`src/shkm_pkg.sv`:
```
// Package for the SipHash keyed MAC: initialisation constants, control
// word layout and the microcode ROM of the sequencer.
// No dependencies.
`default_nettype none

package shkm_pkg;

   localparam logic [63:0] SIP_C0  = 64'h736f6d6570736575;
   localparam logic [63:0] SIP_C1  = 64'h646f72616e646f6d;
   localparam logic [63:0] SIP_C2  = 64'h6c7967656e657261;
   localparam logic [63:0] SIP_C3  = 64'h7465646279746573;
   localparam logic [63:0] SIP_FIN = 64'h00000000000000ff;

   localparam int unsigned WORD_W  = 64;
   localparam int unsigned COUNT_W = 4;
   localparam int unsigned ROUND_W = 4;
   localparam int unsigned REQ_W   = 72;

   localparam logic [COUNT_W-1:0] FULL_COUNT = 4'd8;

   // Register indexes on the configuration port
   localparam logic [1:0] CSR_KEY_LOW   = 2'd0;
   localparam logic [1:0] CSR_KEY_HIGH  = 2'd1;
   localparam logic [1:0] CSR_C_ROUNDS  = 2'd2;
   localparam logic [1:0] CSR_F_ROUNDS  = 2'd3;

   // Sequencer step addresses
   localparam logic [1:0] PC_IDLE = 2'd0;
   localparam logic [1:0] PC_COMP = 2'd1;
   localparam logic [1:0] PC_FIN  = 2'd2;
   localparam logic [1:0] PC_OUT  = 2'd3;

   typedef struct packed {
      logic       take_req;   // step accepts a request
      logic       do_round;   // run rounds from the round counter
      logic       mix_out;    // xor block into lane 0 on exit
      logic       branch;     // exit: pad -> pad_pc, final -> fin_pc
      logic       emit;       // load the tag into the output register
      logic [1:0] next_pc;
      logic [1:0] pad_pc;
      logic [1:0] fin_pc;
   } ctl_type;

   typedef struct packed {
      logic [63:0] v0;
      logic [63:0] v1;
      logic [63:0] v2;
      logic [63:0] v3;
   } lanes_type;

   function automatic ctl_type ucode(input logic [1:0] pc);
      ctl_type c;
      c = '0;
      unique case (pc)
         PC_IDLE: begin
            c.take_req = 1'b1;
            c.next_pc  = PC_COMP;
         end
         PC_COMP: begin
            c.do_round = 1'b1;
            c.mix_out  = 1'b1;
            c.branch   = 1'b1;
            c.pad_pc   = PC_COMP;
            c.fin_pc   = PC_FIN;
            c.next_pc  = PC_IDLE;
         end
         PC_FIN: begin
            c.do_round = 1'b1;
            c.next_pc  = PC_OUT;
         end
         PC_OUT: begin
            c.emit    = 1'b1;
            c.next_pc = PC_IDLE;
         end
         default: c = '0;
      endcase
      return c;
   endfunction

endpackage

`default_nettype wire

```
`src/shkm_round.sv`:
```
// One SipRound over the four lanes, combinational.
// Depends on shkm_pkg for the lane bundle.
`default_nettype none

module shkm_round
   import shkm_pkg::*;
(
   input  lanes_type lanes_i,
   output lanes_type lanes_o
);

   logic [63:0] a0, a1, a2, a3;
   logic [63:0] b0, b1, b2, b3;

   always_comb begin
      a0 = lanes_i.v0 + lanes_i.v1;
      a2 = lanes_i.v2 + lanes_i.v3;
      a1 = {lanes_i.v1[50:0], lanes_i.v1[63:51]} ^ a0;
      a3 = {lanes_i.v3[47:0], lanes_i.v3[63:48]} ^ a2;
      a0 = {a0[31:0], a0[63:32]};
      b2 = a2 + a1;
      b0 = a0 + a3;
      b1 = {a1[46:0], a1[63:47]} ^ b2;
      b3 = {a3[42:0], a3[63:43]} ^ b0;
      lanes_o.v0 = b0;
      lanes_o.v1 = b1;
      lanes_o.v2 = {b2[31:0], b2[63:32]};
      lanes_o.v3 = b3;
   end

endmodule

`default_nettype wire

```
`src/siphash_keyed_mac.sv`:
```
// Top level of the SipHash keyed MAC: config registers, lane datapath and
// microcoded sequencer. Depends on shkm_pkg and shkm_round.
//
// Use: write key_low, key_high, compress_rounds and final_rounds on the csr
// port while idle (reset gives key 0, two and four rounds: SipHash-2-4).
// Send a message as requests on req_: eight little-endian bytes per word,
// req_tlast on the final request with its byte count (0..8). One tag per
// message comes out on rsp_. A request is loaded, then its block runs the
// compress rounds on the single round unit, one SipRound per cycle. The
// last request then runs the final rounds and issues the tag, with a
// further block of compress rounds first when it carries a full word (the
// length block follows). Reset clears the sequencer and starts a new
// message. The tag waits in an output register; while the receiver stalls
// the block still takes and hashes the next message and only holds at the
// point of issuing its tag until the register frees up.
`default_nettype none

module siphash_keyed_mac
   import shkm_pkg::*;
(
   input  wire logic              clock,
   input  wire logic              reset,
   input  wire logic              req_tvalid,
   output logic                   req_tready,
   input  wire logic [REQ_W-1:0]  req_tdata,   // word[63:0], byte_count[67:64], zeros
   input  wire logic              req_tlast,
   output logic                   rsp_tvalid,
   input  wire logic              rsp_tready,
   output logic [WORD_W-1:0]      rsp_tdata,   // tag[63:0]
   input  wire logic              csr_wen,
   input  wire logic [1:0]        csr_index,
   input  wire logic [WORD_W-1:0] csr_wdata
);

   logic [63:0]        key_low_ff, key_high_ff;
   logic [ROUND_W-1:0] c_rounds_ff, f_rounds_ff;

   lanes_type          lanes_ff, lanes_in, rnd_out, stepped;
   logic [63:0]        blk_ff, blk_in;
   logic [7:0]         len_ff, len_in;
   logic               in_msg_ff, in_msg_in;
   logic               pad_ff, pad_in;
   logic               fin_ff, fin_in;
   logic [ROUND_W-1:0] rcnt_ff, rcnt_in;
   logic [1:0]         pc_ff, pc_in;
   logic               rsp_valid_ff, rsp_valid_in;
   logic [63:0]        rsp_data_ff, rsp_data_in;

   ctl_type            ctl;
   logic               accept, rsp_free, round_on, done;
   logic [COUNT_W-1:0] cnt;
   logic               full;
   logic [63:0]        masked, word;
   logic [7:0]         len_base, len_next;
   lanes_type          init_lanes;

   shkm_round u_round (
      .lanes_i (lanes_ff),
      .lanes_o (rnd_out)
   );

   always_ff @(posedge clock) begin
      if (reset) begin
         key_low_ff  <= '0;
         key_high_ff <= '0;
         c_rounds_ff <= ROUND_W'(2);
         f_rounds_ff <= ROUND_W'(4);
      end else if (csr_wen) begin
         unique case (csr_index)
            CSR_KEY_LOW:  key_low_ff  <= csr_wdata;
            CSR_KEY_HIGH: key_high_ff <= csr_wdata;
            CSR_C_ROUNDS: c_rounds_ff <= csr_wdata[ROUND_W-1:0];
            CSR_F_ROUNDS: f_rounds_ff <= csr_wdata[ROUND_W-1:0];
            default: ;
         endcase
      end
   end

   assign ctl        = ucode(pc_ff);
   assign req_tready = ctl.take_req;
   assign accept     = req_tvalid && ctl.take_req;
   assign rsp_free   = !rsp_valid_ff || rsp_tready;
   assign round_on   = ctl.do_round && (rcnt_ff != '0);
   assign done       = rcnt_ff <= ROUND_W'(1);
   assign rsp_tvalid = rsp_valid_ff;
   assign rsp_tdata  = rsp_data_ff;

   assign word = req_tdata[63:0];
   assign cnt  = (req_tdata[67:64] > FULL_COUNT) ? FULL_COUNT : req_tdata[67:64];
   assign full = !req_tlast || (cnt == FULL_COUNT);

   always_comb begin
      for (int i = 0; i < 8; i++) begin
         masked[i*8 +: 8] = (COUNT_W'(i) < cnt) ? word[i*8 +: 8] : 8'h00;
      end
   end

   assign len_base = in_msg_ff ? len_ff : 8'h00;
   assign len_next = full ? len_base + 8'd8 : len_base + {4'h0, cnt};

   assign init_lanes.v0 = key_low_ff ^ SIP_C0;
   assign init_lanes.v1 = key_high_ff ^ SIP_C1;
   assign init_lanes.v2 = key_low_ff ^ SIP_C2;
   assign init_lanes.v3 = key_high_ff ^ SIP_C3;

   assign stepped = round_on ? rnd_out : lanes_ff;

   always_comb begin
      lanes_in     = lanes_ff;
      blk_in       = blk_ff;
      len_in       = len_ff;
      in_msg_in    = in_msg_ff;
      pad_in       = pad_ff;
      fin_in       = fin_ff;
      rcnt_in      = rcnt_ff;
      pc_in        = pc_ff;
      rsp_valid_in = rsp_valid_ff && !rsp_tready;
      rsp_data_in  = rsp_data_ff;

      if (accept) begin
         lanes_in    = in_msg_ff ? lanes_ff : init_lanes;
         blk_in      = full ? word : (masked | {len_next, 56'h0});
         lanes_in.v3 = lanes_in.v3 ^ blk_in;
         len_in      = len_next;
         in_msg_in   = 1'b1;
         pad_in      = req_tlast && full;
         fin_in      = req_tlast;
         rcnt_in     = c_rounds_ff;
         pc_in       = ctl.next_pc;
      end

      if (ctl.do_round) begin
         lanes_in = stepped;
         if (round_on) begin
            rcnt_in = rcnt_ff - ROUND_W'(1);
         end
         if (done) begin
            pc_in = ctl.next_pc;
            if (ctl.mix_out) begin
               lanes_in.v0 = stepped.v0 ^ blk_ff;
            end
            if (ctl.branch && pad_ff) begin
               blk_in      = {len_ff, 56'h0};
               lanes_in.v3 = stepped.v3 ^ blk_in;
               pad_in      = 1'b0;
               rcnt_in     = c_rounds_ff;
               pc_in       = ctl.pad_pc;
            end else if (ctl.branch && fin_ff) begin
               lanes_in.v2 = stepped.v2 ^ SIP_FIN;
               rcnt_in     = f_rounds_ff;
               pc_in       = ctl.fin_pc;
            end
         end
      end

      if (ctl.emit && rsp_free) begin
         rsp_valid_in = 1'b1;
         rsp_data_in  = lanes_ff.v0 ^ lanes_ff.v1 ^ lanes_ff.v2 ^ lanes_ff.v3;
         in_msg_in    = 1'b0;
         fin_in       = 1'b0;
         pc_in        = ctl.next_pc;
      end
   end

   always_ff @(posedge clock) begin
      if (reset) begin
         in_msg_ff    <= 1'b0;
         pad_ff       <= 1'b0;
         fin_ff       <= 1'b0;
         rcnt_ff      <= '0;
         pc_ff        <= PC_IDLE;
         rsp_valid_ff <= 1'b0;
         len_ff       <= '0;
      end else begin
         in_msg_ff    <= in_msg_in;
         pad_ff       <= pad_in;
         fin_ff       <= fin_in;
         rcnt_ff      <= rcnt_in;
         pc_ff        <= pc_in;
         rsp_valid_ff <= rsp_valid_in;
         len_ff       <= len_in;
      end
   end

   always_ff @(posedge clock) begin
      lanes_ff    <= lanes_in;
      blk_ff      <= blk_in;
      rsp_data_ff <= rsp_data_in;
   end

endmodule

`default_nettype wire

```
`config.mk`:
```
export PLATFORM = sky130hd
export DESIGN_NAME = siphash_keyed_mac
export DESIGN_NICKNAME = d
export VERILOG_FILES = /design/src/shkm_pkg.sv /design/src/shkm_round.sv /design/src/siphash_keyed_mac.sv
export SDC_FILE = /design/constraint.sdc
export NUM_CORES = 2
export LEC_CHECK = 0
export BUFFER_PORTS_ARGS = -buffer_cell sky130_fd_sc_hd__buf_2
export CAP_MARGIN = 20
export CORE_MARGIN = 2
export CORE_UTILIZATION = 40
export DETAILED_ROUTE_END_ITERATION = 12
export GPL_ROUTABILITY_DRIVEN = 0
export HOLD_SLACK_MARGIN = 0.02
export MAX_ROUTING_LAYER = met4
export PLACE_DENSITY = 0.56
export SETUP_SLACK_MARGIN = 0.1
export SLEW_MARGIN = 20
export SYNTH_ARGS = -nofsm -noshare
export SYNTH_HDL_FRONTEND = slang
export SYNTH_HIERARCHICAL = 1
export SYNTH_SLANG_ARGS = --single-unit
```
`constraint.sdc`:
```
create_clock -name clock -period 36.2 [get_ports clock]
set_clock_uncertainty 0.05 [all_clocks]
set_input_delay 5.43 -clock clock [delete_from_list [all_inputs] [get_ports clock]]
set_output_delay 5.43 -clock clock [all_outputs]
set_load 0.005 [all_outputs]
```
* After elaboration in Yosys (flattened, before gate mapping)
Index checks and enable logic that the tools add are counted.
** Operators by class
- Mux-type cells :: 49
- $add $sub $neg :: 7
- Magnitude comparators :: 10
- Reduce and logical (&&, ||, !) cells :: 25
- Bitwise operators :: 16
- Equality and inequality tests :: 9
** Operators with widths (number)
- two-way mux 256 bit :: 4
- bitwise XOR 64 bit :: 10
- two-way mux 64 bit :: 8
- adder 64 bit :: 4
- two-way mux 8 bit :: 12
- two-way mux 72 bit :: 1
- OR 64 bit :: 1
- NOT 37 bit :: 1
- NOT 35 bit :: 1
- NOT 34 bit :: 1
- NOT 32 bit :: 1
- two-way mux 4 bit :: 7
- < comparator 3 x 4 -> 1 bit, first input constant :: 4
- two-way mux 2 bit :: 7
- AND reduction 2 bit :: 5
- adder 8 x 4 -> 8 bit :: 1
- adder 8 x 4 -> 8 bit, second input constant :: 1
- == test 2 bit, second input constant :: 4
- < comparator 1 x 4 -> 1 bit, first input constant :: 2
- < comparator 2 x 4 -> 1 bit, first input constant :: 2
- two-way mux 1 bit :: 8
- NOT 8 bit :: 1
- logical AND 1 bit :: 7
- one-hot mux 2 bit (3 select lines) :: 1
- 14 further kinds :: 22
** Word-level totals
- Bits in registers :: 538
- Input bits :: 144
- Output and inout bits :: 66
- Logic and storage cells :: 133

* Longest topological paths before layout
- Depth in word-level cells :: 11
- Gate-level depth with buffers :: 31
- Depth with buffers taken out :: 30

* Modules after synthesis
Netlist, hierarchy kept.
** Modules (own cells, without submodules)
- siphash_keyed_mac :: cells an instance 2624, seq. area each 13973.4 um^2, area an instance 26040.0 um^2, times used 1
- shkm_round :: cells an instance 2449, seq. area each 0.0 um^2, area an instance 17136.4 um^2, times used 1

* Worst setup path before layout
No wires, ideal clock.
- Path type :: in2reg
- Start point :: input port req_tvalid
- End point :: register lanes_ff[100] (netlist name), enable pin
- Arrival :: 18.683 ns
- Buffers on the path :: 1
- Setup time :: 0.781 ns
- Path slack :: 16.685 ns
- Cell stages on the path :: 4
- Data required time :: 35.369 ns
- Cell sequence :: nand2_1 clkbuf_1 o21ai_0 a21boi_0
** On the way
- Longest elaborated chain between the ends :: 3
** RTL lines
- start: declaration :: RTL line siphash_keyed_mac.sv:23 : input wire logic req_tvalid,
- logical AND 1 bit :: RTL line siphash_keyed_mac.sv:81 : assign accept = req_tvalid && ctl.take_req;
- nonzero test 2 bit (no source line)
- AND reduction 2 bit (no source line)
- end signal: assignment :: RTL line siphash_keyed_mac.sv:186 : lanes_ff <= lanes_in;
- end: declaration :: RTL line siphash_keyed_mac.sv:38 : lanes_type lanes_ff, lanes_in, rnd_out, stepped;
Every way passes these cells.
A chain may end at the register's enable or synchronous reset.

==> impl_metrics.csv <==
group,metric,value,unit
run_status,status,"complete, no violations",
logic_synthesis,seq_area_frac_synth,0.3236,
clocking,clock_sinks,538,
route,wire_per_inst,29.92,um
clocking,clockBufferDepth,3,
logic_synthesis,synth_nets,5486,
timing,slew_violations,0,
timing,min_period,9.310,ns
floorplan,io_pins,210,
logic_synthesis,syn_inst,5073,
flow_run,max_cap_viol_count,0,
clocking,numCtsBuffers,66,
floorplan,dieArea,110600,sq um
place,portBuffers,205,
clocking,clk_pin_slew,0.06,ns
place,dp_hpwl,158.0,mm
timing,fin_tns_setup,0,ns
place,post-place-ws,27.33,ns
worst_setup_path,ff2ff_path_depth,29,
logic_synthesis,synth_most_common_cell,"nand2_1",
timing,relSlewSlack,0.07723,
logic_synthesis,yosys_warnings,6,
worst_setup_path,crit_path_max_incr_delay,0.85,ns
route,drc_errors,0,
global_routing,grt_pass1_vias,37282,
cells_and_area,nFillCells,10711,
logic_synthesis,yosys.area.top_type_share,0.2226,
worst_setup_path,cp-endpoint,"lanes_ff[62]",
logic_synthesis,synth_top_area_cell,"edfxtp_1",
worst_setup_path,reg2reg_slack,26.89,ns
worst_setup_path,timing.rr.start,"lanes_ff[0]",
floorplan,initial_core_util,0.4033,
worst_setup_path,slowest_stage,"xor2_1",
clocking,cts_setup_buffers,0,
clocking,postCtsResizedCells,0,
min_path,hp-class,"flip-flop to flip-flop",
timing,setup_viol,0,
worst_setup_path,timing_worst_setup_path_type,"flip-flop to flip-flop",
cells_and_area,drive_above_1_share,0.08493,
route,vias_per_cell,6.231,
worst_setup_path,arrival,9.62,ns
global_routing,grt_max_degree,74,
global_routing,antenna_found_initial,16,
clocking,htreeDepth,3,
logic_synthesis,syn-cell-area,43180,sq um
worst_setup_path,crit_start,"lanes_ff[0]",
route,drt_iter0_drc,6245,
worst_setup_path,cp-end-kind,"flip-flop",
floorplan,num_rows,120,
timing,min_period_over_period,0.2572,
floorplan,dieWidth,332.5,um
worst_setup_path,worst-path-max-fanout,6,
logic_synthesis,synth.ff_latch_count,538,
logic_synthesis,synth_ff_type,"edfxtp_1",
cells_and_area,fin_nets,5517,
clocking,clock_latency,0.64,ns
min_path,whs_path_depth,2,
timing,fmax,0.1074,GHz
global_routing,overflow,0,
logic_synthesis,postSynthAreaPerCell,8.511,sq um
worst_setup_path,cp_data_required_time,36.51,ns
logic_synthesis,async_flop_share,0,
worst_setup_path,r2r_end,"lanes_ff[62]",
timing,fin_ws,26.89,ns
route,firstDrtPassIters,8,
cells_and_area,syn2layout_area_growth,9.963,%
route,vias,40968,
timing,worst_pin_slew,1.374,ns
floorplan,fp.coreArea,107100,sq um
timing,rsz0062_at_grt,"no",
logic_synthesis,yosysUniqueCellTypes,105,
route,drtAntennaViolNets,0,
worst_setup_path,startpoint_type,"flip-flop",
global_routing,track_usage,0.3564,
clocking,postCtsHoldBufs,0,
route,wirelength,196.7,mm
global_routing,grt_pass1_wl,276.0,mm
floorplan,die_h,332.5,um
logic_synthesis,yosys-top-cells-count,"nand2_1 (810), a21oi_1 (554), xnor2_1 (436)",
timing,hold_violations,0,
logic_synthesis,synth_area_leaders,"edfxtp_1 (22%), dfxtp_1 (10%), xnor2_1 (8.8%)",
clocking,cts_tree,"done",
clocking,cts-root-buf,"clkbuf_16",
logic_synthesis,synth_edf_count,320,
[worst min-delay path by stage]
| stage | startpoint | to | slack (ns) |
|---|---|---|---|
| 6_report | blk_ff[12] | blk_ff[12] | 0.41 |
| 5_1_grt | blk_ff[48] | blk_ff[48] | 0.42 |
| 4_1_cts | blk_ff[0] | blk_ff[0] | 0.41 |
| 3_5_place_dp | blk_ff[0] | blk_ff[0] | 0.40 |
| 3_3_place_gp | blk_ff[30] | blk_ff[30] | 0.39 |
| 2_1_floorplan | blk_ff[0] | blk_ff[0] | 0.39 |
[sequential cells by signal, indices dropped and copies added (netlist names)]
name,flops
blk_ff,64
c_rounds_ff,4
f_rounds_ff,4
fin_ff,1
in_msg_ff,1
key_high_ff,64
key_low_ff,64
lanes_ff,256
len_ff,8
pad_ff,1
pc_ff,2
rcnt_ff,4
rsp_tdata,64
rsp_tvalid,1
[cell usage in the layout (no fill, tap or decap), types with 11 or more instances in the layout]
cell type and instances:
buf_2 204, mux2i_1 129, and3_1 31, inv_1 99
nor2_1 193, o21bai_1 65, o21ai_0 371, nor3_1 46
clkbuf_16 72, and2_1 20, a211o_1 16, nor2b_1 23
a211oi_1 26, diode_2 15, nand2b_1 28, nand3_1 112
o21a_1 29, nand4_1 74, o211ai_1 20, edfxtp_1 320
a31oi_1 34, nand2_1 809, a221oi_1 11, o21ai_1 14
dfxtp_1 217, o22ai_1 32, a21o_1 106, xnor2_1 432
xor2_1 398, a21oi_1 553, a41oi_1 11, clkinv_2 15
a22o_1 53, nor4_1 15, ha_1 263, clkbuf_1 15
buf_4 36, or3_1 18, nand3b_1 18
[critical path: cells and delay by family (launching register included)]
| kind | cells | cell delay, ns |
|---|---|---|
| fa+ha+maj | 3 | 1.11 |
| simple gates | 5 | 0.80 |
| flops | 1 | 0.57 |
| compound gates | 17 | 4.64 |
| buf+inv | 1 | 0.07 |
| xor+xnor | 3 | 1.77 |
[per-stage QoR]
step / hold WS [ns] / instances / cell area, sq um / utilization
finish: 0.4052 / 6575 / 47480 / 0.4435
global route: 0.4181 / 6574 / 47480 / 0.4435
CTS: 0.4066 / 6560 / 47380 / 0.4425
detailed placement: 0.3977 / 6439 / 45160 / 0.4219
global placement: 0.3923 / 6439 / 45160 / 0.4218
floorplan: 0.3866 / 5073 / 43180 / -
[logic make-up (layout without fill, tap and decap cells)]
group	after synthesis	count (layout)	share of synthesized area
xor gates and xnor gates	846	846	0.1733
AOI/OAI and AO/OA	1470	1470	0.2093
adders and majority gates	269	269	0.07882
other	0	15	0
DFF	538	538	0.3236
and+or+nand+nor	1441	1441	0.1490
buffers and inverters	378	462	0.03559
muxes	131	131	0.03043
[layout make-up]
type / count / area, sq um / area share
antenna: 15 / 37.54 / 0.0007906
clock buffer: 94 / 1954 / 0.04116
clock inverter: 27 / 256.5 / 0.005402
inverter: 101 / 381.6 / 0.008038
multi-input combinational: 4157 / 27820 / 0.5860
sequential: 538 / 13980 / 0.2944
tap: 1403 / 1755 / 0.03697
timing repair buffer: 240 / 1291 / 0.02720
[routing by layer]
metal	part of all wire	up-vias	wire length [um]	global-route usage
met2	0.41	2573	80960	0.4996
met5	0	-	0	-
li1	-	18152	-	-
met4	0.085	0	16730	0.2478
met3	0.12	602	23400	0.1080
met1	0.38	19641	75660	0.4356
Power is not shown: default switching activity piles up to over one toggle a cycle in this logic, so the estimate is an artifact.
